===== src/rtl/core/rsd_pkg.sv =====
package rsd_pkg;

  localparam int FULL_SCALE_DEF = 32767;

  localparam int AXIS_W    = 16;
  localparam int DZ_W      = 17;
  localparam int CFG_IDX_W = 1;

  localparam logic [DZ_W-1:0] DZ_RESET = 17'd4588;

  localparam logic [CFG_IDX_W-1:0] CFG_LEFT_DZ  = 1'b0;
  localparam logic [CFG_IDX_W-1:0] CFG_RIGHT_DZ = 1'b1;

  localparam int MAG_W     = 16;
  localparam int FS_W      = 15;
  localparam int SQ_W      = 2 * MAG_W;
  localparam int ROOT_W    = 24;
  localparam int SQ_STAGES = ROOT_W;
  localparam int SQ_REM_W  = ROOT_W + 3;
  localparam int DQ_W      = 24;
  localparam int AXK_W     = MAG_W + ROOT_W;
  localparam int L_W       = 2 * ROOT_W;
  localparam int NUM_W     = AXK_W + FS_W;
  localparam int Q_W       = 15;

  typedef struct packed {
    logic                     sel;
    logic                     sx;
    logic                     sy;
    logic signed [AXIS_W-1:0] px;
    logic signed [AXIS_W-1:0] py;
    logic                     zdz;
    logic                     big;
    logic [MAG_W-1:0]         ax;
    logic [MAG_W-1:0]         ay;
    logic [DQ_W-1:0]          dq;
  } rsd_side_t;

  typedef struct packed {
    logic                     sel;
    logic                     sx;
    logic                     sy;
    logic signed [AXIS_W-1:0] px;
    logic signed [AXIS_W-1:0] py;
    logic                     pass;
    logic                     zero;
  } rsd_tail_t;

endpackage


===== src/rtl/core/rsd_sqrt.sv =====
module rsd_sqrt (
  input  logic                        clk,
  input  logic                        en,
  input  logic [rsd_pkg::SQ_W-1:0]    rad,
  output logic [rsd_pkg::ROOT_W-1:0]  root
);
  import rsd_pkg::*;

  logic [SQ_REM_W-1:0] rem_r  [SQ_STAGES];
  logic [ROOT_W-1:0]   root_r [SQ_STAGES];
  logic [SQ_W-1:0]     rad_r  [SQ_STAGES-1];

  for (genvar j = 0; j < SQ_STAGES; j++) begin : g_st
    localparam int P = SQ_STAGES - 1 - j;
    logic [SQ_REM_W-1:0] rem_in;
    logic [SQ_REM_W-1:0] rem_sh;
    logic [SQ_REM_W-1:0] trial;
    logic [ROOT_W-1:0]   root_in;
    logic [SQ_W-1:0]     rad_in;
    logic [2*ROOT_W-1:0] full;

    if (j == 0) begin : g_first
      assign rem_in  = '0;
      assign root_in = '0;
      assign rad_in  = rad;
    end else begin : g_next
      assign rem_in  = rem_r[j-1];
      assign root_in = root_r[j-1];
      assign rad_in  = rad_r[j-1];
    end

    assign full   = {rad_in, {(2*ROOT_W-SQ_W){1'b0}}};
    assign rem_sh = {rem_in[SQ_REM_W-3:0], full[2*P+1 -: 2]};
    assign trial  = SQ_REM_W'({root_in, 2'b01});

    always_ff @(posedge clk) begin
      if (en) begin
        if (rem_sh >= trial) begin
          rem_r[j]  <= rem_sh - trial;
          root_r[j] <= {root_in[ROOT_W-2:0], 1'b1};
        end else begin
          rem_r[j]  <= rem_sh;
          root_r[j] <= {root_in[ROOT_W-2:0], 1'b0};
        end
      end
    end

    if (j < SQ_STAGES - 1) begin : g_rad
      always_ff @(posedge clk) begin
        if (en) begin
          rad_r[j] <= rad_in;
        end
      end
    end
  end

  assign root = root_r[SQ_STAGES-1];

endmodule


===== config.mk =====
export PLATFORM = sky130hd
export DESIGN_NAME = rsd_sqrt
export DESIGN_NICKNAME = d
export VERILOG_FILES = /design/src/rtl/core/rsd_pkg.sv /design/src/rtl/core/rsd_sqrt.sv
export SDC_FILE = /design/constraint.sdc
export NUM_CORES = 2
export LEC_CHECK = 0
export BUFFER_PORTS_ARGS = -buffer_cell sky130_fd_sc_hd__buf_2
export CELL_PAD_IN_SITES_DETAIL_PLACEMENT = 0
export CELL_PAD_IN_SITES_GLOBAL_PLACEMENT = 1
export CORE_UTILIZATION = 53
export DETAILED_ROUTE_END_ITERATION = 8
export GPL_TIMING_DRIVEN = 0
export PLACE_DENSITY_LB_ADDON = 0.05
export SLEW_MARGIN = 0
export SYNTH_ARGS = -nofsm -noshare
export SYNTH_HDL_FRONTEND = slang
export SYNTH_SLANG_ARGS = --single-unit

===== constraint.sdc =====
create_clock -name clk -period 4.6 [get_ports clk]
set_clock_uncertainty 0.1 [all_clocks]
set_input_delay 0.23 -clock clk [delete_from_list [all_inputs] [get_ports clk]]
set_output_delay 0.23 -clock clk [all_outputs]
set_load 0.01 [all_outputs]

==> flow_metrics.env <==
export IMPL_hold_class="in2reg"
export IMPL_p_leak_nw=23.40
export IMPL_vias_per_cell=5.549
export IMPL_grt_remaining_overflow=0
export IMPL_yosysWarnings=0
export IMPL_fp_dieW_um=323.0
export IMPL_power_total_w=0.02846
export IMPL_core_rowCount=117
export IMPL_peakVddDrop_mv=0.3651
export IMPL_cts_tree="built"
export IMPL_diodes=0
export IMPL_final_cell_mix="edfxtp_1 (1,074), inv_1 (385), ha_1 (310), nand2_1 (281), o21ai_0 (259)"
export IMPL_dieArea_um2=104300
export IMPL_layout_commonest_cell="edfxtp_1"
export IMPL_start_kind="register"
export IMPL_start_util_pct=53.59
export IMPL_drc=0
export IMPL_grt_pass1_wl_um=175900
export IMPL_track_usage_pct=21.33
export IMPL_seqCellArea_um2=32270
export IMPL_period_minus_slack_ns=4.346
export IMPL_yosys_register_bits=1075
export IMPL_post_route_util_pct=59.96
export IMPL_required_ns=4.98
export IMPL_path_class="reg2reg"
export IMPL_cts_buffers_inserted=113
export IMPL_syn_to_final_growth_pct=11.89
export IMPL_syn_cell_area_um2=54600
export IMPL_cts_sinks=1075
export IMPL_antenna_found_initial=0
export IMPL_async_reset_ff_share_pct=0
export IMPL_htree_levels=3
export IMPL_finalWirelength_um=111600
export IMPL_power_switching_w=0.007975
export IMPL_path_max_fanout=11
export IMPL_tightest_slew_ns=1.167
export IMPL_dp_hpwl_um=82040
export IMPL_dpl_cell_area_um2=56820
export IMPL_max_slew_margin_pct=21.71
export IMPL_postSynthCellCount=4495
export IMPL_multiInputGateArea_um2=20530
export IMPL_clkPwrFrac_pct=32.9
export IMPL_synth_fp_nets=4846
export IMPL_combPwrFrac_pct=20.6
export IMPL_fill_cells=8333
export IMPL_status="finished, final reports clean"
export IMPL_finalHoldViolCount=0
export IMPL_ys_flop_type="edfxtp_1"
export IMPL_cts_buffer_depth=3
export IMPL_whs_ns=0.1076
export IMPL_io_pins=58
export IMPL_drt_iter0_markers=2460
export IMPL_drtAntennaViolNets=0
export IMPL_routedWlPerCell_um=18.06
export IMPL_drt_first_pass_iters=5
export IMPL_grt_max_degree=135
export IMPL_fin_crit_sh_pct=94.47
export IMPL_portBuffers=57
export IMPL_gp_congestion=0.8465
export IMPL_root_buffer="clkbuf_16"
export IMPL_end_kind="register"
export IMPL_yosysSeqAreaShare_pct=59.10
export IMPL_drv_slew=0
export IMPL_avgSynthCellArea_um2=12.15
export IMPL_max_freq_ghz=0.2301
export IMPL_cp_arrival_ns=4.73
export IMPL_rsz0062_at_grt="no"
export IMPL_synth_enable_flop_cells=1074
export IMPL_ys_types=78
export IMPL_setup_viol=0
export IMPL_switching_share_pct=28.02
export IMPL_final_area_um2=61100
export IMPL_coreArea_um2=101900
export IMPL_clkLatencyLatePin_ns=0.71
export IMPL_powerDensity_nw_per_um2=465.8
export IMPL_cap_violations=0
export IMPL_p_seq_share_pct=46.5
export IMPL_final_layout_size_suffix_gt1_share_pct=8.191
export IMPL_first_global_vias=32140
export IMPL_internal_power_w=0.02049
export IMPL_fin_nets=5064
export IMPL_vias=34280
export IMPL_clkTransAtPathRegs_ns=0.06
export IMPL_die_h_um=323.0
registers in the layout (all words and copies together) (netlist names):
register and cells:
rad_r 240, root_r 299, rem_r 536
logic make-up (layout without fill, tap and decap cells):
kind of cell / Yosys count / count (layout) / synth area share, %
AO/OA/AOI/OAI: 885 / 885 / 10.19
XOR/XNOR: 399 / 399 / 6.400
adder cells (fa/ha/maj): 317 / 317 / 7.360
buffers and inverters: 488 / 803 / 3.355
flip-flops: 1075 / 1075 / 59.10
multiplexers: 92 / 92 / 1.856
AND/OR/NAND/NOR: 1239 / 1239 / 11.73
metal layers:
layer | up-vias | global-route usage [%] | wire length (µm)
met5 | - | 0 | 0
met4 | 0 | 4.824 | 1997
met3 | 138 | 2.799 | 4596
met2 | 662 | 32.99 | 49910
met1 | 16410 | 32.04 | 55090
li1 | 17080 | - | -
power by group through the flow:
stage          combinational, W  clock (W)  sequential, W
6_report                0.00586    0.00935         0.0132
5_1_grt                 0.00657    0.00993         0.0134
4_1_cts                 0.00584    0.00958         0.0133
3_5_place_dp            0.00575          0         0.0134
3_3_place_gp            0.00569          0         0.0135
2_1_floorplan           0.00451          0         0.0131
synthesized netlist by cell type (81+ instances only):
cell	n	area, µm²
nor3_1	147	735.7
inv_1	385	1445
nor4_1	81	506.7
xnor2_1	194	1699
a21o_1	92	690.7
clkbuf_1	99	371.6
nand2_1	281	1055
xor2_1	205	1795
o21ai_0	259	1296
nor2_1	248	930.9
edfxtp_1	1074	32250
ha_1	310	3879
a21oi_1	227	1136
worst paths after layout:
| check | start | end | slack (ns) | depth (start not counted) |
|---|---|---|---|---|
| worst max-delay path | rem_r[2][33] | rem_r[2][72] | 0.25 | 9 |
| worst min-delay path | rad[29] | rad_r[0][29] | 0.11 | 2 |
| worst max register to register | rem_r[2][33] | rem_r[2][72] | 0.25 | 9 |
| worst min register to register | rad_r[0][236] | rad_r[1][12] | 0.31 | 0 |
final cells by class:
type | instances | share of cell area, %
timing repair buffer | 103 | 1.397
buffer | 102 | 0.6758
clock inverter | 83 | 1.591
multi-input combinational | 2932 | 33.61
tap | 1368 | 2.802
inverter | 386 | 2.378
clock buffer | 129 | 4.727
sequential | 1075 | 52.82
repair_timing:
action,in CTS,in global routing
resized for setup,3,9
endpoints found under the setup margin,19,73
pin swaps,0,1
setup buffers,0,2
hold buffers,35,0
endpoints found under the hold margin,69,0
worst max-delay path: stages, from the launching register on:
cell        delay [ns]
edfxtp_1          0.44
ha_1              0.38
a2111oi_0         0.43
o21ai_0           0.40
a2111oi_4         0.51
o21ai_0           0.35
nor4_4            0.49
clkinvlp_4        0.33
clkbuf_1          0.34
a21oi_1           0.38
stage by stage:
step / instances / setup TNS, ns / worst slack (ns)
after floorplan: 4495 / 0 / 1.078
after global routing: 6178 / 0 / 0.03770
after CTS: 6176 / 0 / 0.1230
after detailed placement: 5929 / -17.48 / -0.5523
after global placement: 5920 / -3964.86 / -3.708
final: 6178 / 0 / 0.2545
Note: power is estimated with default switching activity, not from simulation.
